`src/mt_rng_pkg.sv`:
```
// Shared types and constants for the MT19937 random generator.
package mt_rng_pkg;

    localparam int C_TABLE_DEPTH   = 624;
    localparam int C_MIDDLE_OFFSET = 397;

    localparam logic [31:0] C_SEED_MULT = 32'd1812433253;
    localparam logic [31:0] C_TWIST_XOR = 32'h9908_b0df;
    localparam logic [31:0] C_TEMPER_B  = 32'h9d2c_5680;
    localparam logic [31:0] C_TEMPER_C  = 32'hefc6_0000;
    localparam logic [31:0] C_TOP_BIT   = 32'h8000_0000;
    localparam logic [31:0] C_LOW_BITS  = 32'h7fff_ffff;

    typedef struct packed {
        logic signed [31:0] low_bound;
        logic signed [31:0] high_bound;
    } t_in;

    typedef struct packed {
        logic        [31:0] raw_word;
        logic signed [31:0] ranged_value;
    } t_out;

    typedef struct packed {
        logic fill_start;
        logic fill_step;
        logic draw_read;
        logic twist;
        logic mul;
        logic load_out;
    } t_cmd;

    typedef struct packed {
        logic fill_last;
    } t_stat;

endpackage

```
`src/mt_rng_ctrl.sv`:
```
// Controller state machine of the MT19937 random generator.
module mt_rng_ctrl (
    input  logic               i_clk,
    input  logic               i_rst_n,
    input  logic               i_cfg_we,
    input  logic               i_in_valid,
    output logic               o_in_ready,
    output logic               o_out_valid,
    input  logic               i_out_ready,
    input  mt_rng_pkg::t_stat  i_stat,
    output mt_rng_pkg::t_cmd   o_cmd
);
    import mt_rng_pkg::*;

    localparam logic [2:0] S_INIT  = 3'd0;
    localparam logic [2:0] S_FILL  = 3'd1;
    localparam logic [2:0] S_IDLE  = 3'd2;
    localparam logic [2:0] S_TWIST = 3'd3;
    localparam logic [2:0] S_MUL   = 3'd4;
    localparam logic [2:0] S_FIN   = 3'd5;

    logic [2:0] r_state, n_state;
    logic       r_out_valid, n_out_valid;
    t_cmd       cmd;

    always_comb begin
        n_state = r_state;
        cmd     = '0;
        case (r_state)
            S_INIT: begin
                cmd.fill_start = 1'b1;
                n_state        = S_FILL;
            end
            S_FILL: begin
                cmd.fill_step = 1'b1;
                if (i_stat.fill_last) begin
                    n_state = S_IDLE;
                end
            end
            S_IDLE: begin
                if (i_in_valid) begin
                    cmd.draw_read = 1'b1;
                    n_state       = S_TWIST;
                end
            end
            S_TWIST: begin
                cmd.twist = 1'b1;
                n_state   = S_MUL;
            end
            S_MUL: begin
                cmd.mul = 1'b1;
                n_state = S_FIN;
            end
            S_FIN: begin
                if (!r_out_valid || i_out_ready) begin
                    cmd.load_out = 1'b1;
                    n_state      = S_IDLE;
                end
            end
            default: begin
                n_state = S_INIT;
            end
        endcase
        // A seed write restarts the table fill from any state.
        if (i_cfg_we) begin
            cmd            = '0;
            cmd.fill_start = 1'b1;
            n_state        = S_FILL;
        end
    end

    always_comb begin
        if (cmd.load_out) begin
            n_out_valid = 1'b1;
        end else if (i_out_ready) begin
            n_out_valid = 1'b0;
        end else begin
            n_out_valid = r_out_valid;
        end
    end

    always_ff @(posedge i_clk) begin
        if (!i_rst_n) begin
            r_state     <= S_INIT;
            r_out_valid <= 1'b0;
        end else begin
            r_state     <= n_state;
            r_out_valid <= n_out_valid;
        end
    end

    assign o_in_ready  = (r_state == S_IDLE) && !i_cfg_we;
    assign o_out_valid = r_out_valid;
    assign o_cmd       = cmd;

`ifndef SYNTH
    a_accept_twists: assert property (@(posedge i_clk) disable iff (!i_rst_n)
        (i_in_valid && o_in_ready) |=> (r_state == S_TWIST))
        else $error("accepted beat did not enter the twist step");

    a_cfg_blocks_input: assert property (@(posedge i_clk) disable iff (!i_rst_n)
        i_cfg_we |=> !o_in_ready)
        else $error("input taken while the table refills");

    a_fin_loads_out: assert property (@(posedge i_clk) disable iff (!i_rst_n)
        ((r_state == S_FIN) && (!r_out_valid || i_out_ready) && !i_cfg_we)
        |=> (r_out_valid && (r_state == S_IDLE)))
        else $error("finished result not presented");
`endif

endmodule

```
`config.mk`:
```
export PLATFORM = sky130hd
export DESIGN_NAME = mt_rng_ctrl
export DESIGN_NICKNAME = d
export VERILOG_FILES = /design/src/mt_rng_pkg.sv /design/src/mt_rng_ctrl.sv
export SDC_FILE = /design/constraint.sdc
export NUM_CORES = 1
export LEC_CHECK = 0
export ABC_AREA = 1
export BUFFER_PORTS_ARGS = -buffer_cell sky130_fd_sc_hd__buf_4
export CAP_MARGIN = 20
export CORE_AREA = 2 2 39 41
export CTS_CLUSTER_DIAMETER = 100
export CTS_CLUSTER_SIZE = 16
export DETAILED_ROUTE_END_ITERATION = 6
export DIE_AREA = 0 0 41 43
export HOLD_SLACK_MARGIN = 0.05
export PLACE_DENSITY = 0.52
export SLEW_MARGIN = 0
export SYNTH_ARGS = -nofsm -noshare
export SYNTH_HDL_FRONTEND = slang
export SYNTH_SLANG_ARGS = --single-unit
```
`constraint.sdc`:
```
create_clock -name i_clk -period 1.6 [get_ports i_clk]
set_clock_uncertainty 0.05 [all_clocks]
set_input_delay 0.08 -clock i_clk [delete_from_list [all_inputs] [get_ports i_clk]]
set_output_delay 0.08 -clock i_clk [all_outputs]
set_load 0.02 [all_outputs]
```
==> impl_metrics.csv, run 1 <==
group,metric,value,unit
cts,cts_root_buf,"clkbuf_4",
worst_setup_path,critPathMaxFanout,7,
timing,setup_viol,0,
logic_synthesis,yosysUniqueCellTypes,19,
grt,grt_usage,10.1,%
grt,grt_pass1_vias,314,
place,dp_hpwl,588,µm
floorplan,io_pins,14,
worst_setup_path,ff2ff_setup_slack,0.48,ns
cts,clkLatencyLatePin,0.23,ns
final_layout,nFillCells,163,
worst_setup_path,crit_path_end,"o_cmd[3]",
final_layout,syn_to_final_growth,47.0,%
grt,grt_max_degree,11,
floorplan,initial_core_util,21.2,%
floorplan,die_area,0.00176,mm²
worst_setup_path,critPathLaunchType,"flop",
final_layout,drive_gt1_share,31.3,%
floorplan,die_w,41,µm
timing,fin_crit_sh,85.5,%
logic_synthesis,synth_cells,49,
cts,clk_path_buf_depth,2,
cts,cts_resized,0,
timing,period_minus_slack,1.37,ns
worst_setup_path,cp_data_required_time,1.47,ns
final_layout,num_antenna_cells,0,
power,ir_worst_vdd,0.283,mV
routing,drc,0,
status,status,"finished clean",
timing,fin_tns_setup,0,ns
cts,h-tree-depth,1,
floorplan,floorplan.rows,14,
place,place.gp.congestion,0.819,
timing,relSlewSlack,86.0,%
worst_hold_path,hold_path.class,"input pin to flop",
logic_synthesis,synthesis.nets,55,
flow_run,maxCapViolCount,0,
floorplan,coreArea,0.00138,mm²
routing,vias,334,
routing,wl_per_cell,8.83,µm
power,cellLeakagePower,0.228,nW
timing,hold_viol_final,0,
logic_synthesis,postSynthAreaPerCell,5.98,µm²
logic_synthesis,synth-seq-cells,4,
worst_setup_path,end_kind,"output pin",
worst_setup_path,crit_type,"flop to output pin",
timing,fin_hold_ws,0.151,ns
cts,cts.sinks,4,
timing,worstMarginPinSlew,0.208,ns
timing,timing.fmax,731,MHz
worst_setup_path,worstPathArrival,1.24,ns
logic_synthesis,synth_area,293,µm²
final_layout,mostFrequentLayoutCells,"buf_4 (13), nand2_1 (10), nor2_1 (9)",
routing,drt-vias-per-instance,4.18,
worst_setup_path,worstSetupStartpoint,"r_state[2]$_SDFFE_PP0P_",
timing,final-max-slew-violation-count,0,
power,pwr_density_cell,666,mW/mm²
worst_setup_path,worstReg2RegEnd,"r_state[1]$_SDFFE_PP0P_",
routing,drt-pass1-iter-count,4,
grt,grt_pass1_wl,1.16,mm
floorplan,fp.dieH,43,µm
routing,drt_iter0_drc,7,
routing,wl,706,µm
logic_synthesis,yosysSeqAreaShare,27.4,%
final_layout,layout.cells.most_common,"buf_4",
cts,cts_buffers,3,
routing,ant_nets,0,
worst_setup_path,timing.rr.start,"r_state[1]$_SDFFE_PP0P_",
worst_setup_path,reg2reg_depth,5,
grt,overflow,0,
timing,rsz0062_at_grt,"false",
grt,antenna_found_initial,0,
cts,cts_tree,"built",
cts,clkSlewWorstSetupHoldPaths,0.03,ns
logic_synthesis,yosys_warnings,0,
final_layout,nNetsFinal,72,
place,portBuffers,13,
[worst min path at each step]
stage | to | slack, ns | startpoint | cells past startpoint
final | r_state[0]$_SDFFE_PN0P_ | 0.15 | i_in_valid | 5
after global placement | r_state[0]$_SDFFE_PN0P_ | 0.29 | i_rst_n | 3
after detailed placement | r_state[0]$_SDFFE_PN0P_ | 0.30 | i_rst_n | 3
after global routing | r_state[1]$_SDFFE_PP0P_ | 0.19 | i_stat | 3
after floorplan | r_state[0]$_SDFFE_PN0P_ | 0.16 | i_rst_n | 2
after CTS | r_state[1]$_SDFFE_PP0P_ | 0.15 | i_stat | 3
[per-layer routing]
metal	vias to the layer above	share of wire, %	GRT usage [%]
met2	7	53	14.7
met4	0	0	10.0
li1	185	-	-
met1	142	41	11.3
met3	0	6.1	1.57
met5	-	0	0
[layout make-up]
cell class                 count  area, µm²  area share [%]
sequential                     4       80.1            18.6
tap                           16       20.0            4.65
timing repair buffer          14        108            25.0
multi-input combinational     35        170            39.5
inverter                       8       30.0            6.98
clock buffer                   3       22.5            5.23
[synthesized netlist by cell type]
cell	number	share of area, %
dfxtp_1	4	27
nand2_2	1	2.1
o21bai_1	1	2.6
nand3_1	3	5.1
buf_2	1	1.7
a21oi_1	2	3.4
nor3_1	2	3.4
nor2_1	9	12
buf_4	1	2.6
and3b_1	1	3.0
nor3_2	1	3.4
inv_2	1	1.3
nand4_1	1	2.1
a31oi_1	1	2.1
nand2_1	10	13
nor2_2	1	2.1
nor3b_1	1	2.6
o21ai_1	1	1.7
inv_1	7	9.0
[state kept, by name (all words and copies together), names as in the netlist]
name         flops
r_state          3
o_out_valid      1
[per-stage QoR]
stage          total power [W]  area [µm²]  worst slack (ns)  cells  utilization [%]
2_1_floorplan         0.000144         293             0.347     49                -
3_3_place_gp          0.000167         398             0.472     76             28.8
3_5_place_dp          0.000166         398             0.467     76             28.8
4_1_cts               0.000298         430             0.208     80             31.1
5_1_grt               0.000306         430             0.101     80             31.1
6_report              0.000287         430             0.232     80             31.1
[cell families (layout without fill, tap and decap cells)]
logic type	Yosys count	after routing	synth area share (%)
flip-flops	4	4	27.4
AND/OR/NAND/NOR	30	30	48.3
buffers and inverters	10	25	14.5
AO/OA/AOI/OAI	5	5	9.83
[report_power, final]
part	internal (W)	switching, W
Clock	0.0000836	0.0000367
Sequential	0.000104	0.00000472
Combinational	0.0000266	0.0000313
Total	0.000214	0.0000727
[worst max-delay path, cell delays in order, from the launching register on]
cell     delay, ns
dfxtp_1       0.33
inv_1         0.16
nand3_1       0.15
nor3b_1       0.20
buf_4         0.17
[timing repair]
item | CTS | global route
buffers inserted | 0 | 0
endpoints found under the hold margin | 1 | 0
hold buffers | 1 | 0
No activity file was read; power rests on OpenSTA's default activity.
==> run 2: changes to the inputs <==
--- a/config.mk
+++ b/config.mk
@@ -6,6 +6,7 @@
 export NUM_CORES = 1
 export LEC_CHECK = 0
 export ABC_AREA = 1
+export ABC_CLOCK_PERIOD_IN_PS = 1600
 export BUFFER_PORTS_ARGS = -buffer_cell sky130_fd_sc_hd__buf_4
 export CAP_MARGIN = 20
 export CORE_AREA = 2 2 39 41
==> constraint.sdc (replaced) <==
create_clock -name i_clk -period 1.6 [get_ports i_clk]
set_clock_uncertainty 0.05 [all_clocks]
set_input_delay 0.32 -clock i_clk [delete_from_list [all_inputs] [get_ports i_clk]]
set_output_delay 0.32 -clock i_clk [all_outputs]
set_load 0.02 [all_outputs]
==> impl_metrics.csv, run 2 (synthesis gave the netlist of run 1 again) <==
group,metric,value,unit
status,status,"finished clean",
final_layout,layout.cells.most_common,"buf_4",
worst_hold_path,hold-path-cell-count,3,
grt,grt_max_degree,11,
worst_setup_path,critPathSlowestCell,"dfxtp_1",
place,dp_hpwl,574,µm
timing,fin_crit_sh,93.2,%
final_layout,largest_reg_flops,3,
grt,grt_usage,9.26,%
grt,grt_pass1_wl,1.04,mm
place,post-place-ws,0.242,ns
power,pwr_density_cell,665,mW/mm²
timing,relSlewSlack,83.7,%
cts,h-tree-depth,1,
floorplan,io_pins,14,
cts,cts_tree,"built",
worst_setup_path,reg2reg_depth,5,
worst_setup_path,crit_chain,"nand3_2 > nor3b_2 > buf_4",
place,portBuffers,13,
routing,drt-pass1-iter-count,4,
place,place.gp.congestion,0.801,
floorplan,coreArea,0.00138,mm²
timing,fin_tns_setup,0,ns
timing,period_minus_slack,1.49,ns
worst_setup_path,worstReg2RegEnd,"r_state[1]$_SDFFE_PP0P_",
worst_setup_path,end_kind,"output pin",
final_layout,stdcell_area,432,µm²
floorplan,die_w,41,µm
power,ir_worst_vdd,0.283,mV
floorplan,initial_core_util,21.2,%
final_layout,mostFrequentLayoutCells,"buf_4 (13), nand2_1 (10), nor2_1 (9)",
final_layout,num_antenna_cells,0,
cts,cts_root_buf,"clkbuf_4",
cts,clkLatencyLatePin,0.23,ns
timing,rsz0062_at_grt,"false",
worst_setup_path,critPathLaunchType,"flop",
cts,hold_buffers,0,
routing,drt_iter0_drc,12,
routing,drt-vias-per-instance,4.27,
routing,ant_nets,0,
timing,final-max-slew-violation-count,0,
power,cellLeakagePower,0.225,nW
final_layout,syn_to_final_growth,47.4,%
worst_setup_path,timing.rr.start,"r_state[1]$_SDFFE_PP0P_",
final_layout,drive_gt1_share,38.1,%
worst_setup_path,cp_data_required_time,1.23,ns
cts,cts.sinks,4,
routing,vias,337,
timing,worstMarginPinSlew,0.244,ns
worst_setup_path,critPathMaxStageDelay,0.44,ns
timing,fin_hold_ws,0.290,ns
final_layout,regMostFlops,"r_state",
timing,hold_viol_final,0,
final_layout,nNetsFinal,71,
worst_setup_path,critPathMaxFanout,6,
timing,setup_viol,0,
grt,grt_pass1_vias,290,
worst_hold_path,hold_end,"r_state[0]$_SDFFE_PN0P_",
cts,clkSlewWorstSetupHoldPaths,0.03,ns
final_layout,nFillCells,162,
routing,wl_per_cell,9.10,µm
grt,overflow,0,
routing,drc,0,
worst_setup_path,crit_type,"flop to output pin",
grt,antenna_found_initial,0,
worst_hold_path,worstHoldStart,"i_rst_n",
timing,timing.fmax,671,MHz
flow_run,maxCapViolCount,0,
final_layout,final_util,31.2,%
cts,cts_buffers,3,
routing,wl,719,µm
timing,worst_slack,0.109,ns
place,placed_area,398,µm²
floorplan,fp.dieH,43,µm
worst_hold_path,hold_path.class,"input pin to flop",
floorplan,floorplan.rows,14,
worst_setup_path,worstPathArrival,1.12,ns
floorplan,die_area,0.00176,mm²
worst_setup_path,ff2ff_setup_slack,0.46,ns
cts,clk_path_buf_depth,2,
## run 2: through the flow
stage	instances	power (W)
after floorplan	49	0.000144
after global placement	76	0.000167
after detailed placement	76	0.000166
after CTS	79	0.000296
after global routing	79	0.000305
final	79	0.000287
## run 2: final cells by class
cell class | count | area [µm²] | share of cell area, %
multi-input combinational | 35 | 180 | 41.7
tap | 16 | 20.0 | 4.64
inverter | 8 | 30.0 | 6.96
sequential | 4 | 81.3 | 18.8
timing repair buffer | 13 | 97.6 | 22.6
clock buffer | 3 | 22.5 | 5.22
## run 2: what timing repair did
action / in CTS / in global routing
setup buffers: 0 / 0
endpoints found under the hold margin: 0 / 0
endpoints found under the setup margin: 1 / 2
cloned: 0 / 0
gates resized for setup: 1 / 3
## run 2: worst max-delay path by stage
| stage | slack [ns] | to | start |
|---|---|---|---|
| after floorplan | 0.11 | o_cmd[3] | r_state[2]$_SDFFE_PP0P_ |
| after global placement | 0.26 | o_cmd[3] | r_state[2]$_SDFFE_PP0P_ |
| after detailed placement | 0.24 | o_cmd[3] | r_state[2]$_SDFFE_PP0P_ |
| after CTS | 0.04 | o_cmd[3] | r_state[2]$_SDFFE_PP0P_ |
| after global routing | 0.03 | o_cmd[0] | r_state[0]$_SDFFE_PN0P_ |
| final | 0.11 | o_cmd[3] | r_state[1]$_SDFFE_PP0P_ |
## run 2: routing by layer
metal | track usage [%] | up-vias | wire [µm]
met5 | 0 | - | 0
met4 | 10.0 | 0 | 0
met3 | 1.57 | 0 | 57
met2 | 14.1 | 13 | 362
met1 | 9.39 | 140 | 300
li1 | - | 184 | -
## run 2: power breakdown
group          switching, W  total (W)  internal [W]
Sequential       0.00000529   0.000110      0.000104
Clock             0.0000368   0.000120     0.0000836
Combinational     0.0000316  0.0000572     0.0000256
Total             0.0000736   0.000287      0.000213
## run 2: worst max-delay path, delay by kind of cell (launching register included)
kind / cells / cell delay, ns
flops: 1 / 0.44
simple gates: 2 / 0.29
buf+inv: 1 / 0.15
